[config.mk]
export PLATFORM = sky130hd
export DESIGN_NAME = lbat_scale
export DESIGN_NICKNAME = d
export VERILOG_FILES = /design/src/design/lbat_pkg.sv /design/src/design/lbat_scale.sv
export SDC_FILE = /design/constraint.sdc
export NUM_CORES = 2
export LEC_CHECK = 0
export BUFFER_PORTS_ARGS = -buffer_cell sky130_fd_sc_hd__buf_4
export CAP_MARGIN = 20
export CORE_AREA = 3 3 427 429
export DETAILED_ROUTE_END_ITERATION = 8
export DIE_AREA = 0 0 430 432
export PLACE_DENSITY = 0.76
export SLEW_MARGIN = 20
export SYNTH_ARGS = -nofsm -noshare
export SYNTH_HDL_FRONTEND = slang
export SYNTH_SLANG_ARGS = --single-unit
[constraint.sdc]
create_clock -name clk -period 20.1 [get_ports clk]
set_input_delay 4.02 -clock clk [delete_from_list [all_inputs] [get_ports clk]]
set_output_delay 4.02 -clock clk [all_outputs]
set_load 0.005 [all_outputs]
[src/design/lbat_pkg.sv]
`timescale 1ns / 1ps
// lbat_pkg: shared widths, type codes, register indexes and latencies
// for the layer box pipeline; no dependencies

package lbat_pkg;

    localparam int TIME_W   = 24;
    localparam int SPAN_W   = 26;
    localparam int POS_W    = 16;
    localparam int EXT_W    = 16;
    localparam int BOX_W    = 32;
    localparam int CFG_IDX_W = 3;
    localparam int CFG_DAT_W = 24;

    localparam int INTERP_DIV_STEPS = 16;
    localparam int INTERP_LAT       = INTERP_DIV_STEPS + 2;
    localparam int SCALE_DIV_STEPS  = 32;
    localparam int SCALE_LAT        = SCALE_DIV_STEPS + 2;

    localparam logic [2:0] OBJ_EMPTY      = 3'd0;
    localparam logic [2:0] OBJ_IMAGE      = 3'd1;
    localparam logic [2:0] OBJ_BACKGROUND = 3'd2;
    localparam logic [2:0] OBJ_HIGHLIGHT  = 3'd3;
    localparam logic [2:0] OBJ_MOUSE      = 3'd4;
    localparam logic [2:0] OBJ_TEXT       = 3'd5;

    localparam logic [CFG_IDX_W-1:0] REG_PROJECT_W = 3'd0;
    localparam logic [CFG_IDX_W-1:0] REG_PROJECT_H = 3'd1;
    localparam logic [CFG_IDX_W-1:0] REG_VIEW_W    = 3'd2;
    localparam logic [CFG_IDX_W-1:0] REG_VIEW_H    = 3'd3;
    localparam logic [CFG_IDX_W-1:0] REG_CURSOR    = 3'd4;

endpackage

[src/design/lbat_scale.sv]
`timescale 1ns / 1ps
// lbat_scale: pipelined scale by view/project extent with round half away
// from zero, restoring divider one quotient bit per stage; uses lbat_pkg

module lbat_scale (
    input  logic                               clk,
    input  logic                               en,
    input  logic signed [lbat_pkg::POS_W:0]    val,
    input  logic        [lbat_pkg::EXT_W-1:0]  mul,
    input  logic        [lbat_pkg::EXT_W-1:0]  div,
    output logic        [lbat_pkg::BOX_W-1:0]  mag,
    output logic                               neg
);

    localparam int STEPS  = lbat_pkg::SCALE_DIV_STEPS;
    localparam int PROD_W = 2 * (lbat_pkg::EXT_W + 1);
    localparam int REM_W  = PROD_W + 1;
    localparam int DV_W   = lbat_pkg::EXT_W + 1;
    localparam int CMP_W  = DV_W + STEPS;

    logic signed [PROD_W-1:0]          prod_reg;
    logic        [lbat_pkg::EXT_W-1:0] m_div_reg;
    logic signed [lbat_pkg::EXT_W:0]   mul_s;
    logic        [PROD_W-1:0]          prod_mag;

    logic [REM_W-1:0] rem_reg [0:STEPS];
    logic [STEPS-1:0] q_reg   [0:STEPS];
    logic [DV_W-1:0]  dv_reg  [0:STEPS];
    logic             neg_reg [0:STEPS];

    assign mul_s = {1'b0, mul};

    always_ff @(posedge clk)
    begin
        if (en)
        begin
            prod_reg  <= val * mul_s;
            m_div_reg <= div;
        end
    end

    assign prod_mag = prod_reg[PROD_W-1] ? (~prod_reg + 1'b1) : prod_reg;

    always_ff @(posedge clk)
    begin
        if (en)
        begin
            rem_reg[0] <= {prod_mag, 1'b0} + {{(REM_W - lbat_pkg::EXT_W){1'b0}}, m_div_reg};
            q_reg[0]   <= '0;
            dv_reg[0]  <= {m_div_reg, 1'b0};
            neg_reg[0] <= prod_reg[PROD_W-1];
        end
    end

    for (genvar i = 1; i <= STEPS; i++)
    begin : g_div
        localparam int K = STEPS - i;
        logic [CMP_W-1:0] sub;
        logic [CMP_W-1:0] rem_x;
        logic             take;

        assign sub   = {{STEPS{1'b0}}, dv_reg[i-1]} << K;
        assign rem_x = {{(CMP_W - REM_W){1'b0}}, rem_reg[i-1]};
        assign take  = (rem_x >= sub);

        always_ff @(posedge clk)
        begin
            if (en)
            begin
                rem_reg[i] <= take ? REM_W'(rem_x - sub) : rem_reg[i-1];
                q_reg[i]   <= q_reg[i-1] | (STEPS'(take) << K);
                dv_reg[i]  <= dv_reg[i-1];
                neg_reg[i] <= neg_reg[i-1];
            end
        end
    end

    assign mag = q_reg[STEPS];
    assign neg = neg_reg[STEPS];

endmodule

Word level (Yosys, flattened, before mapping)
Memory sizes are Yosys's and may differ from the RTL's.
Index checks and enable logic that the tools add are counted.
{"block": "classes", "addsub": 34, "mul": 1, "order_cmp": 32, "mux": 35, "bitwise": 33}
{"operator": "$mux W35", "n": 32}
{"operator": "$sub A35 B35 Y35", "n": 14}
{"operator": "$ge A35 B48 Y1", "n": 1}
{"operator": "$ge A35 B47 Y1", "n": 1}
{"operator": "$ge A35 B46 Y1", "n": 1}
{"operator": "$ge A35 B45 Y1", "n": 1}
{"operator": "$ge A35 B44 Y1", "n": 1}
{"operator": "$ge A35 B43 Y1", "n": 1}
{"operator": "$ge A35 B42 Y1", "n": 1}
{"operator": "$ge A35 B41 Y1", "n": 1}
{"operator": "$ge A35 B40 Y1", "n": 1}
{"operator": "$ge A35 B39 Y1", "n": 1}
{"operator": "$ge A35 B38 Y1", "n": 1}
{"operator": "$ge A35 B37 Y1", "n": 1}
{"operator": "$ge A35 B36 Y1", "n": 1}
{"operator": "$add A35 B16 Y35", "n": 1}
{"operator": "$ge A35 B17 Y1", "n": 1}
{"operator": "$ge A35 B18 Y1", "n": 1}
{"operator": "$ge A35 B19 Y1", "n": 1}
{"operator": "$ge A35 B20 Y1", "n": 1}
{"operator": "$ge A35 B21 Y1", "n": 1}
{"operator": "$ge A35 B22 Y1", "n": 1}
{"operator": "$ge A35 B23 Y1", "n": 1}
{"operator": "$ge A35 B24 Y1", "n": 1}
{"operator": "66 further kinds", "n": 67}
{"block": "totals", "register_bits": 50, "mem_bits_rw": 2805, "out_inout_bits": 33, "wordCells": 141, "memories": 4}
{"memory": "rem_reg", "words": 33, "width": 35, "read_ports": 32, "rd_ports_with_merged_regs": 0, "wr": 33, "line": "lbat_scale.sv:26", "text": "logic [REM_W-1:0] rem_reg [0:STEPS];"}
{"memory": "q_reg", "words": 33, "width": 32, "read_ports": 33, "rd_ports_with_merged_regs": 0, "wr": 33, "line": "lbat_scale.sv:27", "text": "logic [STEPS-1:0] q_reg [0:STEPS];"}
{"memory": "dv_reg", "words": 33, "width": 17, "read_ports": 32, "rd_ports_with_merged_regs": 0, "wr": 33, "line": "lbat_scale.sv:28", "text": "logic [DV_W-1:0] dv_reg [0:STEPS];"}
{"memory": "neg_reg", "words": 33, "width": 1, "read_ports": 33, "rd_ports_with_merged_regs": 0, "wr": 33, "line": "lbat_scale.sv:29", "text": "logic neg_reg [0:STEPS];"}

Depth between registers and ports, before layout
{"block": "depth", "word_depth": 4, "depth_mapped": 24}

Worst setup path before layout
Ideal clock, no wire load.
{"block": "synth_timing", "path_kind": "input port to flip-flop", "from": "input port val[16] in the netlist's numbering", "to": "register prod_reg[33], data pin", "setup_time_ns": 0.260, "arrival_ns": 9.952, "required_time_ns": 19.840, "slack_ns": 9.888, "path_stages": 20, "n_path_buf": 1, "path_cell_list": "clkbuf_1 > nand2_1 > fa_1 > inv_1 > fa_1 > fa_1 > fa_1 > fa_1 > inv_1 > fa_1 > inv_1 > ha_1 > a2111oi_0 > o21ai_0 > a32oi_1 > o22ai_1 > o41ai_1 > o2111ai_1 > a21oi_1 > xnor2_1"}
{"block": "synth_between", "elab_chain_len": 1}
{"element": "from (decl)", "line": "lbat_scale.sv:8", "text": "input logic signed [lbat_pkg::POS_W:0] val,"}
{"element": "$mul A17 B17 Y34", "line": "lbat_scale.sv:37", "text": "prod_reg <= val * mul_s;"}
{"element": "to (signal assigned)", "line": "lbat_scale.sv:37"}
{"element": "to (decl)", "line": "lbat_scale.sv:21", "text": "logic signed [PROD_W-1:0] prod_reg;"}
Every way passes these cells.
A chain may end at the register's enable or synchronous reset.

Worst setup path after layout
{"block": "layout_timing", "from": "input port mul[3] in the netlist's numbering", "to": "register prod_reg[31], data pin"}
{"block": "layout_between", "elab_chain_len": 1}
{"element": "from (decl)", "line": "lbat_scale.sv:9", "text": "input logic [lbat_pkg::EXT_W-1:0] mul,"}
{"element": "$mul A17 B17 Y34", "line": "lbat_scale.sv:37"}
Every way passes these cells.

==> flow_summary.toml <==
[die]
die_area_sq_um = 186000
die-height_um = 432
rows = 155
die_w_um = 430
coreArea_sq_um = 179000
ios = 84
start_util_pct = 60.0

[placement]
place_area_sq_um = 111000
portBuffers = 83
gp_congestion = 0.896
post-place-ws_ps = 9400
dp_hpwl_um = 152000
placedCellCount = 10300

[sta]
final_hold_viol_count = 0
setup_viol = 0
max_slew.worst_pin.slew_ps = 1030
rsz0062_at_grt = "no"
timing.final.ws_setup_ps = 10180
fin_setup_tns_ps = 0
skew_ps = 78.9
period_share_pct = 49.3
fmax_ghz = 0.101
fin_hold_ws_ps = 378
fin_crit_ps = 9920
slew_headroom_pct = 30.7
slew_violations = 0

[worst_setup_path]
cp.arrival_ps = 10520
path_class = "in2reg"
critPathRequiredTime_ps = 20710
startpoint_type = "primary input"
cp_max_fo = 17
setup.worst_path.end_class = "flop"

[cells_and_area]
register_area_sq_um = 66400
area_growth_pct = 10.4
fill_cells = 12400
fin_nets = 9084
largest_reg_flops = 1120
instances_no_fill = 10700
drive_above_1_share_pct = 7.89
fin_util_pct = 66.3
stdcell_area_sq_um = 118000
multi_input_area_sq_um = 36900

[clocking]
cts_hold_buf = 0
htreeDepth = 4
numClockSinks = 2211
clk_latency_ps = 860
cts_setup_buffers = 0
clockBufferDepth = 3
root_buffer = "clkbuf_16"
cts-buffers-inserted = 217
path_clk_slew_ps = 60
cts_tree = "yes"
cts_resized = 0

[min_path]
hold_class = "reg2reg"

[logic_synthesis]
synth_area_sq_um = 107000
async_flop_share_pct = 0
ys.flop_type = "edfxtp_1"
syn-mean-instance-area_sq_um = 13.4
synth.top_cells.by_area = "edfxtp_1 62%, ha_1 6.1%, fa_1 5.8%"
ys_seq_elements = 2211
synthCells = 7978
ys_types = 84
yosys_warnings = 0
yosysTopAreaCell = "edfxtp_1"
syn_nets = 8863
ys_seq_area_share_pct = 61.9
synth_edf_count = 2211
netlist.area_leader.share_pct = 61.9

[pwr]
peakVddDrop_v = 0.000372
pwr_density_cell_nw_per_um2 = 142
fin_total_pwr_mw = 16.9
power.leakage_nw = 46.1

[routing]
wire_per_inst_um = 19.7
first_pass_iters = 7
drt_wl_total_um = 211000
vias = 62300
routed_via_density = 5.80
route.antenna.remaining_nets = 0
drt_iter0_drc = 5780
drcViolationCount = 0

[global_route]
grt_pass1_wl_um = 334000
gr-total-overflow = 0
grt_pass1_vias = 61800
gr-usage-all-layers_pct = 22.8
grt_start_max_net_pins = 187
antenna_found_initial = 2

[status]
status = "complete, no violations"

[flow_run]
maxCapViolations = 0
==> cell type report <==
type                    count  area share [%]
multi-input cells        4696            31.1
diodes                      1         0.00211
well taps                2355            2.49
clock inverters           158            1.66
inverters                 948            3.01
flip-flops and latches   2211            56.1
repair buffers            125           0.872
clock buffers             248            4.76
==> kinds of logic after synthesis <==
logic type               after synthesis  synth area share, %
AND/OR/NAND/NOR                     1936                 9.23
XOR/XNOR                             491                 4.01
adder cells (fa/ha/maj)              834                 11.9
buffers and inverters               1071                 3.75
multiplexers                         183                 1.87
flip-flops                          2211                 61.9
AO/OA/AOI/OAI                       1252                 7.33
==> metal layers <==
| layer | track usage, % | share of wire (%) | wire, um |
|---|---|---|---|
| met5 | 0 | 0 | 0 |
| met4 | 8.08 | 3.3 | 6880 |
| met3 | 3.42 | 5.6 | 11700 |
| met2 | 37.6 | 49 | 103000 |
| met1 | 31.0 | 43 | 89900 |
==> cells in the mapped netlist, types with 41 or more instances <==
cell / count
a21boi_0: 41
a21o_1: 167
a21oi_1: 309
and2_1: 134
clkbuf_1: 115
edfxtp_1: 2211
fa_1: 311
ha_1: 523
inv_1: 944
mux2_2: 137
mux2i_1: 46
nand2_1: 576
nand2b_1: 84
nand3_1: 73
nand4_1: 65
nor2_1: 324
nor2b_1: 80
nor3_1: 160
nor4_1: 166
o21a_1: 60
o21ai_0: 370
o31ai_1: 61
or3_1: 65
xnor2_1: 264
xor2_1: 227
==> worst max-delay path, stage by stage <==
cell and delay [ps]:
buf_4 240, nand2_1 160, fa_1 720, inv_1 150
fa_1 860, fa_1 510, fa_1 470, fa_1 540
inv_1 50, fa_1 520, inv_1 40, ha_1 230
a2111oi_0 280, o21ai_0 160, a32oi_1 220, o22ai_1 150
o41ai_1 670, nor2b_1 90, o21ai_0 200, nand2b_1 90
xor2_1 140
==> power by group <==
group	leakage [nW]	switching [mW]	total, mW	internal (mW)
clock network	3.66	1.76	4.25	2.49
logic	20.9	3.45	6.01	2.56
registers	21.5	0.454	6.61	6.15
==> path summary, 6_finish.rpt <==
kind,start,endpoint,slack (ps),cells past startpoint
max,mul[3],prod_reg[31],10180,21
min,q_reg[10][17],q_reg[10][49],380,0
max reg2reg,prod_reg[0],rem_reg[0][32],15280,14
min reg2reg,q_reg[10][17],q_reg[10][49],380,0
==> cells in the final DEF, fill, tap and decap left out, types with 137 or more instances in the layout <==
cell | Yosys | layout
edfxtp_1 | 2211 | 2211
inv_1 | 944 | 944
nand2_1 | 576 | 576
ha_1 | 523 | 523
o21ai_0 | 370 | 370
nor2_1 | 324 | 324
fa_1 | 311 | 311
a21oi_1 | 309 | 307
xnor2_1 | 264 | 264
xor2_1 | 227 | 227
clkbuf_16 | 0 | 221
a21o_1 | 167 | 167
nor4_1 | 166 | 164
nor3_1 | 160 | 158
mux2_2 | 137 | 137
Power figures use the tool's default switching activity.
