**config.mk**
```make
export PLATFORM = sky130hd
export DESIGN_NAME = lbat_interp
export DESIGN_NICKNAME = d
export VERILOG_FILES = /design/src/design/lbat_pkg.sv /design/src/design/lbat_interp.sv
export SDC_FILE = /design/constraint.sdc
export NUM_CORES = 2
export LEC_CHECK = 0
export BUFFER_PORTS_ARGS = -buffer_cell sky130_fd_sc_hd__buf_2
export CELL_PAD_IN_SITES_DETAIL_PLACEMENT = 1
export CELL_PAD_IN_SITES_GLOBAL_PLACEMENT = 1
export CORE_ASPECT_RATIO = 0.6
export CORE_MARGIN = 3
export CORE_UTILIZATION = 48
export DETAILED_ROUTE_END_ITERATION = 8
export PLACE_DENSITY_LB_ADDON = 0.1
export SYNTH_ARGS = -nofsm -noshare
export SYNTH_HDL_FRONTEND = slang
export SYNTH_SLANG_ARGS = --single-unit
```
**constraint.sdc**
```tcl
create_clock -name clk -period 10 [get_ports clk]
set_clock_uncertainty 0.05 [all_clocks]
set_input_delay 1.5 -clock clk [delete_from_list [all_inputs] [get_ports clk]]
set_output_delay 1.5 -clock clk [all_outputs]
set_load 0.05 [all_outputs]
```
**src/design/lbat_pkg.sv**
```systemverilog
`timescale 1ns / 1ps
// lbat_pkg: shared widths, type codes, register indexes and latencies
// for the layer box pipeline; no dependencies

package lbat_pkg;

    localparam int TIME_W   = 24;
    localparam int SPAN_W   = 26;
    localparam int POS_W    = 16;
    localparam int EXT_W    = 16;
    localparam int BOX_W    = 32;
    localparam int CFG_IDX_W = 3;
    localparam int CFG_DAT_W = 24;

    localparam int INTERP_DIV_STEPS = 16;
    localparam int INTERP_LAT       = INTERP_DIV_STEPS + 2;
    localparam int SCALE_DIV_STEPS  = 32;
    localparam int SCALE_LAT        = SCALE_DIV_STEPS + 2;

    localparam logic [2:0] OBJ_EMPTY      = 3'd0;
    localparam logic [2:0] OBJ_IMAGE      = 3'd1;
    localparam logic [2:0] OBJ_BACKGROUND = 3'd2;
    localparam logic [2:0] OBJ_HIGHLIGHT  = 3'd3;
    localparam logic [2:0] OBJ_MOUSE      = 3'd4;
    localparam logic [2:0] OBJ_TEXT       = 3'd5;

    localparam logic [CFG_IDX_W-1:0] REG_PROJECT_W = 3'd0;
    localparam logic [CFG_IDX_W-1:0] REG_PROJECT_H = 3'd1;
    localparam logic [CFG_IDX_W-1:0] REG_VIEW_W    = 3'd2;
    localparam logic [CFG_IDX_W-1:0] REG_VIEW_H    = 3'd3;
    localparam logic [CFG_IDX_W-1:0] REG_CURSOR    = 3'd4;

endpackage

```
**src/design/lbat_interp.sv**
```systemverilog
`timescale 1ns / 1ps
// lbat_interp: pipelined linear interpolation, multiply then a
// restoring divider one quotient bit per stage; uses lbat_pkg

module lbat_interp (
    input  logic                                clk,
    input  logic                                en,
    input  logic signed [lbat_pkg::POS_W-1:0]   a,
    input  logic signed [lbat_pkg::POS_W-1:0]   b,
    input  logic        [lbat_pkg::TIME_W-1:0]  t,
    input  logic        [lbat_pkg::SPAN_W-1:0]  span,
    output logic signed [lbat_pkg::POS_W-1:0]   pos
);

    localparam int STEPS = lbat_pkg::INTERP_DIV_STEPS;
    localparam int REM_W = lbat_pkg::POS_W + lbat_pkg::SPAN_W + 1;
    localparam int PT_W  = lbat_pkg::POS_W + lbat_pkg::TIME_W + 2;

    logic signed [REM_W-1:0]            p_span_reg;
    logic signed [PT_W-1:0]             p_t_reg;
    logic        [lbat_pkg::SPAN_W-1:0] m_span_reg;
    logic signed [lbat_pkg::POS_W-1:0]  m_a_reg;

    logic signed [lbat_pkg::POS_W:0]    diff;
    logic signed [lbat_pkg::SPAN_W:0]   span_s;
    logic signed [lbat_pkg::TIME_W:0]   t_s;
    logic signed [REM_W:0]              n_sum;
    logic        [REM_W:0]              n_mag;

    logic        [REM_W-1:0]            rem_reg  [0:STEPS];
    logic        [STEPS-1:0]            q_reg    [0:STEPS];
    logic        [lbat_pkg::SPAN_W-1:0] span_reg [0:STEPS];
    logic                               neg_reg  [0:STEPS];
    logic signed [lbat_pkg::POS_W-1:0]  a_reg    [0:STEPS];

    logic signed [lbat_pkg::POS_W:0]    q_signed;

    assign diff   = {b[lbat_pkg::POS_W-1], b} - {a[lbat_pkg::POS_W-1], a};
    assign span_s = {1'b0, span};
    assign t_s    = {1'b0, t};

    always_ff @(posedge clk)
    begin
        if (en)
        begin
            p_span_reg <= a * span_s;
            p_t_reg    <= diff * t_s;
            m_span_reg <= span;
            m_a_reg    <= a;
        end
    end

    assign n_sum = {p_span_reg[REM_W-1], p_span_reg}
                 + {{(REM_W + 1 - PT_W){p_t_reg[PT_W-1]}}, p_t_reg};
    assign n_mag = n_sum[REM_W] ? (~n_sum + 1'b1) : n_sum;

    always_ff @(posedge clk)
    begin
        if (en)
        begin
            rem_reg[0]  <= n_mag[REM_W-1:0];
            q_reg[0]    <= '0;
            span_reg[0] <= m_span_reg;
            neg_reg[0]  <= n_sum[REM_W];
            a_reg[0]    <= m_a_reg;
        end
    end

    for (genvar i = 1; i <= STEPS; i++)
    begin : g_div
        localparam int K = STEPS - i;
        logic [REM_W-1:0] sub;
        logic             take;

        assign sub  = {{(REM_W - lbat_pkg::SPAN_W){1'b0}}, span_reg[i-1]} << K;
        assign take = (rem_reg[i-1] >= sub);

        always_ff @(posedge clk)
        begin
            if (en)
            begin
                rem_reg[i]  <= take ? (rem_reg[i-1] - sub) : rem_reg[i-1];
                q_reg[i]    <= q_reg[i-1] | (STEPS'(take) << K);
                span_reg[i] <= span_reg[i-1];
                neg_reg[i]  <= neg_reg[i-1];
                a_reg[i]    <= a_reg[i-1];
            end
        end
    end

    assign q_signed = neg_reg[STEPS] ? -$signed({1'b0, q_reg[STEPS]})
                                     : $signed({1'b0, q_reg[STEPS]});
    assign pos = (span_reg[STEPS] == '0) ? a_reg[STEPS]
                                         : q_signed[lbat_pkg::POS_W-1:0];

endmodule

```
After elaboration in Yosys (flattened, before gate mapping)

Memories as Yosys holds them, arrays and structs flattened.
Index checks and enable logic that the tools add are counted.
Widths: inputs -> output; s select.

Memory bits (writable): 1,734
Register bits after elaboration: 127
Logic and storage cells: 86
Output and inout port bits: 16
Memories kept: 5

$add $sub $neg: 20
Magnitude comparators: 16
Muxes and demuxes: 21
Bitwise logic cells: 17
$mul: 2
Reductions and logical operators: 1

Memory list:

| memory   | depth | width | read ports | clocked after memory_dff | wr ports | RTL line          | RTL |
|---|---|---|---|---|---|---|---|
| rem_reg  | 17    | 43    | 16         | 0                        | 17       | lbat_interp.sv:30 | `logic [REM_W-1:0] rem_reg [0:STEPS];` |
| span_reg | 17    | 26    | 17         | 0                        | 17       | lbat_interp.sv:32 | `logic [lbat_pkg::SPAN_W-1:0] span_reg [0:STEPS];` |
| a_reg    | 17    | 16    | 17         | 0                        | 17       | lbat_interp.sv:34 | `logic signed [lbat_pkg::POS_W-1:0] a_reg [0:STEPS];` |
| q_reg    | 17    | 16    | 17         | 0                        | 17       | lbat_interp.sv:31 | `logic [STEPS-1:0] q_reg [0:STEPS];` |
| neg_reg  | 17    | 1     | 17         | 0                        | 17       | lbat_interp.sv:33 | `logic neg_reg [0:STEPS];` |

Operators by type and width:

| kind                  | number |
|---|---|
| $mux 43               | 17 |
| $add 43x42->44        | 1 |
| $add 43x1->43 const B | 1 |
| $ge 43x26->1          | 1 |
| $ge 43x27->1          | 1 |
| $ge 43x28->1          | 1 |
| $ge 43x29->1          | 1 |
| $ge 43x30->1          | 1 |
| $ge 43x31->1          | 1 |
| $ge 43x32->1          | 1 |
| $ge 43x33->1          | 1 |
| $ge 43x34->1          | 1 |
| $ge 43x35->1          | 1 |
| $ge 43x36->1          | 1 |
| $ge 43x37->1          | 1 |
| $ge 43x38->1          | 1 |
| $ge 43x39->1          | 1 |
| $ge 43x40->1          | 1 |
| $ge 43x41->1          | 1 |
| $mul 16x27->43        | 1 |
| $not 43->43           | 1 |
| $sub 43x26->43        | 1 |
| $sub 43x27->43        | 1 |
| $sub 43x28->43        | 1 |
| 35 further kinds      | 37 |

Longest topological paths before layout

Depth in word-level cells: 4
Gate-level depth with buffers: 39

Worst setup path after synthesis

Ideal clock, no wire load.

Path kind: in2reg
Start point: in a[2] (netlist name)
End point: reg p_t_reg[40], data pin
Stages: 32
Library setup time: 0.265 ns
Data required time: 9.685 ns
Arrival: 9.672 ns
Buffers on the path: 3
Path slack: 0.013 ns
Cell sequence: clkbuf_1 -> clkbuf_1 -> inv_1 -> ha_1 -> nor2b_1 -> o21ai_0 -> a21boi_0 -> o21ai_0 -> a21boi_0 -> o21ai_0 -> a21oi_1 -> o41ai_1 -> o311a_1 -> o311a_1 -> clkbuf_1 -> nand2_1 -> fa_1 -> fa_1 -> fa_1 -> fa_1 -> fa_1 -> fa_1 -> inv_1 -> ha_1 -> and3_1 -> nand2_1 -> o31ai_1 -> a31oi_1 -> o41ai_1 -> a21boi_0 -> o21ai_0 -> xor2_1

Word-level cells in the longest chain between the ends: 2

RTL lines:

| what                   | RTL line          | RTL |
|---|---|---|
| start: declaration     | lbat_interp.sv:8  | `input logic signed [lbat_pkg::POS_W-1:0] a,` |
| $sub 16x16->17         | lbat_interp.sv:38 | `assign diff = {b[lbat_pkg::POS_W-1], b} - {a[lbat_pkg::POS_W-1], a};` |
| $mul 17x25->42         | lbat_interp.sv:47 | `p_t_reg <= diff * t_s;` |
| end signal: assignment | lbat_interp.sv:47 |  |
| end: declaration       | lbat_interp.sv:20 | `logic signed [PT_W-1:0] p_t_reg;` |

Every way passes these cells.
A chain may end at the register's enable or synchronous reset.

Final worst setup path

Start point: in b[0] (netlist name)
End point: reg p_t_reg[40], data pin

Word-level cells in the longest chain between the ends: 2

RTL lines:

| what               | RTL line          | RTL |
|---|---|---|
| start: declaration | lbat_interp.sv:9  | `input logic signed [lbat_pkg::POS_W-1:0] b,` |
| $sub 16x16->17     | lbat_interp.sv:38 |  |
| $mul 17x25->42     | lbat_interp.sv:47 |  |

Every way passes these cells.

==> metrics.cfg <==
[status]
outcome = finished with violations
violations = max-capacitance violations, max-slew violations

[cts]
ctsHoldBuffers = 0
clkLatencyLatePin_ps = 850
root_buffer = clkbuf_16
cts_buffer_depth = 4
cts-htree-levels = 4
clock_sinks = 1682
cts_setup_buffers = 0
numCtsBuffers = 178
clkTransAtPathRegs_ps = 60
cts_tree = built

[sta]
setup_viol = 0
maxSlewHeadroom_pct = -1.96
period_share_pct = 96.8
drv_slew = 2
min_period_ps = 9680
tightestPinTransition_ps = 1520
fmax_mhz = 103
hold_viol_final = 0

[synth]
ys_top_cells_by_area = edfxtp_1, fa_1, ha_1, inv_1, nand2_1
synth-seq-area-share_pct = 46.1
postSynth.asyncResetShare_pct = 0
yosysMostFrequentCell = edfxtp_1
netlist.area_leader.share_pct = 46.1
yosys-top-cells-count = edfxtp_1, inv_1, nand2_1
synthesis.instances = 9793
syn_area_per_cell_sq_um = 11.2
ys_ff_latch = 1682
netlist_area_sq_um = 110000
synth_edf_count = 1682
ys_warn_count = 0
yosysTopAreaCell = edfxtp_1
ys.flop_type = edfxtp_1
synth_cell_types = 98
syn_nets = 11300

[routing]
vias = 74900
dr.pass1.iters = 6
drc = 0
detail_route.wl_per_cell_um = 24.3
vias_per_cell = 5.68
drt-total-wl_mm = 320
drtAntennaViolNets = 0
drt_iter0_drc = 6654

[floorplan]
io_pins = 100
die_area_sq_um = 234000
die_width_um = 623
start_util_pct = 48.4
rows = 135
core_region_area_sq_um = 226000
die_h_um = 376

[critical_path]
cp.arrival_ps = 10150
path_max_fanout = 15
start_kind = input pin
r2r_cells = 13
required_ps = 10470
end_kind = register
crit_path_top_delay_cell = fa_1
critPathMostFrequentCell = fa_1
cpPeakStageDelay_ps = 560
critPathKind = in2reg

[cells_and_area]
largest_reg_flops = 688
nets = 11500
utilization_pct = 53.1
syn_to_final_growth_pct = 9.73
drive_gt1_share_pct = 6.96

[global_routing]
grt_pass1_vias = 77900
grt_pass1_wl_mm = 487
gr-total-overflow = 0
antenna_found_initial = 21
grt_max_degree = 193
track_usage_pct = 27.1

[placement]
dp_hpwl_mm = 248
portBuffers = 99
gp_congestion = 0.894

[hold_path]
hold_path.class = reg2reg
hold_depth = 0

[run]
cap_viol_max_count = 1

-- critical path, delay by kind of cell --
family,cells,cell delay (ps)
fa+ha+maj,9,3810
buf+inv,9,1160
simple gates,2,300
xor+xnor,1,170
compound gates,19,3190
-- cell usage in the layout (no fill, tap or decap), types with 21 or more instances in the layout --
| cell | synthesis | routed |
|---|---|---|
| nor4_1 | 80 | 79 |
| clkbuf_1 | 227 | 29 |
| mux2_2 | 60 | 60 |
| clkinv_2 | 0 | 31 |
| o21ai_0 | 479 | 475 |
| nor2b_1 | 126 | 125 |
| a21o_1 | 261 | 261 |
| buf_4 | 1 | 176 |
| nand2b_1 | 108 | 108 |
| o21a_1 | 82 | 82 |
| or3_1 | 50 | 50 |
| a211oi_1 | 45 | 43 |
| and3_1 | 39 | 39 |
| a31oi_1 | 48 | 46 |
| nand4b_1 | 22 | 22 |
| nor3_1 | 146 | 145 |
| clkinv_1 | 4 | 43 |
| a21oi_1 | 474 | 472 |
| buf_2 | 8 | 97 |
| inv_1 | 1381 | 1381 |
| nor2_1 | 417 | 413 |
| edfxtp_1 | 1682 | 1682 |
| or2_2 | 33 | 33 |
| o21bai_1 | 55 | 55 |
| and2_1 | 257 | 257 |
| nand4_1 | 77 | 77 |
| xor2_1 | 265 | 264 |
| clkbuf_16 | 0 | 180 |
| o31ai_1 | 56 | 55 |
| nand3_1 | 101 | 100 |
| or4_1 | 23 | 23 |
| a21boi_0 | 32 | 29 |
| fa_1 | 680 | 680 |
| xnor2_1 | 344 | 338 |
| ha_1 | 761 | 761 |
| nand2_1 | 1035 | 1035 |
| nor4b_1 | 22 | 21 |
| nand3b_1 | 24 | 24 |
| o211ai_1 | 22 | 22 |
-- through the flow --
step                setup TNS, ps  hold slack [ps]  std cells  cell area [sq um]  setup WS (ps)
finish                          0              328      13200             120000            323
global route               -0.433              329      13200             120000         -0.433
floorplan                       0              350       9793             110000           12.8
global placement            -4360              350      12900             115000           -604
detailed placement         -11010              355      12900             115000           -988
CTS                             0              325      13200             120000           58.1
-- final cells by class --
cell class / count / area [sq um]
Clock inverter: 107 / 832
Multi-Input combinational cell: 6482 / 53100
Sequential cell: 1682 / 50500
Tap cell: 3014 / 3770
Timing Repair Buffer: 294 / 2210
Clock buffer: 209 / 4610
Antenna cell: 3 / 7.51
Inverter: 1385 / 5200
Fill cell: 23900 / 106000
-- cell families (layout without fill, tap and decap cells) --
kind of cell,after synthesis,after routing,share of synthesized area (%)
other,0,3,0
and+or+nand+nor,2627,2627,11.7
DFF,1682,1682,46.1
AOI/OAI and AO/OA,1727,1727,9.85
xor gates and xnor gates,609,609,4.87
adders and majority gates,1441,1441,21.1
buffers and inverters,1629,1995,5.60
muxes,78,78,0.781
-- layer usage --
layer	global-route usage [%]	vias up	share of wire, %
met3	3.28	339	5.5
met2	40.6	1943	43
li1	-	34200	-
met4	5.94	0	2.1
met5	0	-	0
met1	41.9	38400	49
-- final timing paths --
check                   startpoint         endpoint  slack [ps]
hold reg to reg      a_reg[0][152]    a_reg[0][168]         330
setup reg to reg  span_reg[0][106]  rem_reg[0][233]        4360
hold / removal       a_reg[0][152]    a_reg[0][168]         330
setup / recovery              b[0]      p_t_reg[40]         320
-- what timing repair did --
item | 4_1_cts | 5_1_grt
setup endpoints to repair | 4 | 12
gates resized for setup | 3 | 11
pin swaps | 0 | 1
hold endpoints to repair | 0 | 0
Power is not shown: default switching activity piles up to over one toggle a cycle in this logic, so the estimate is an artifact.
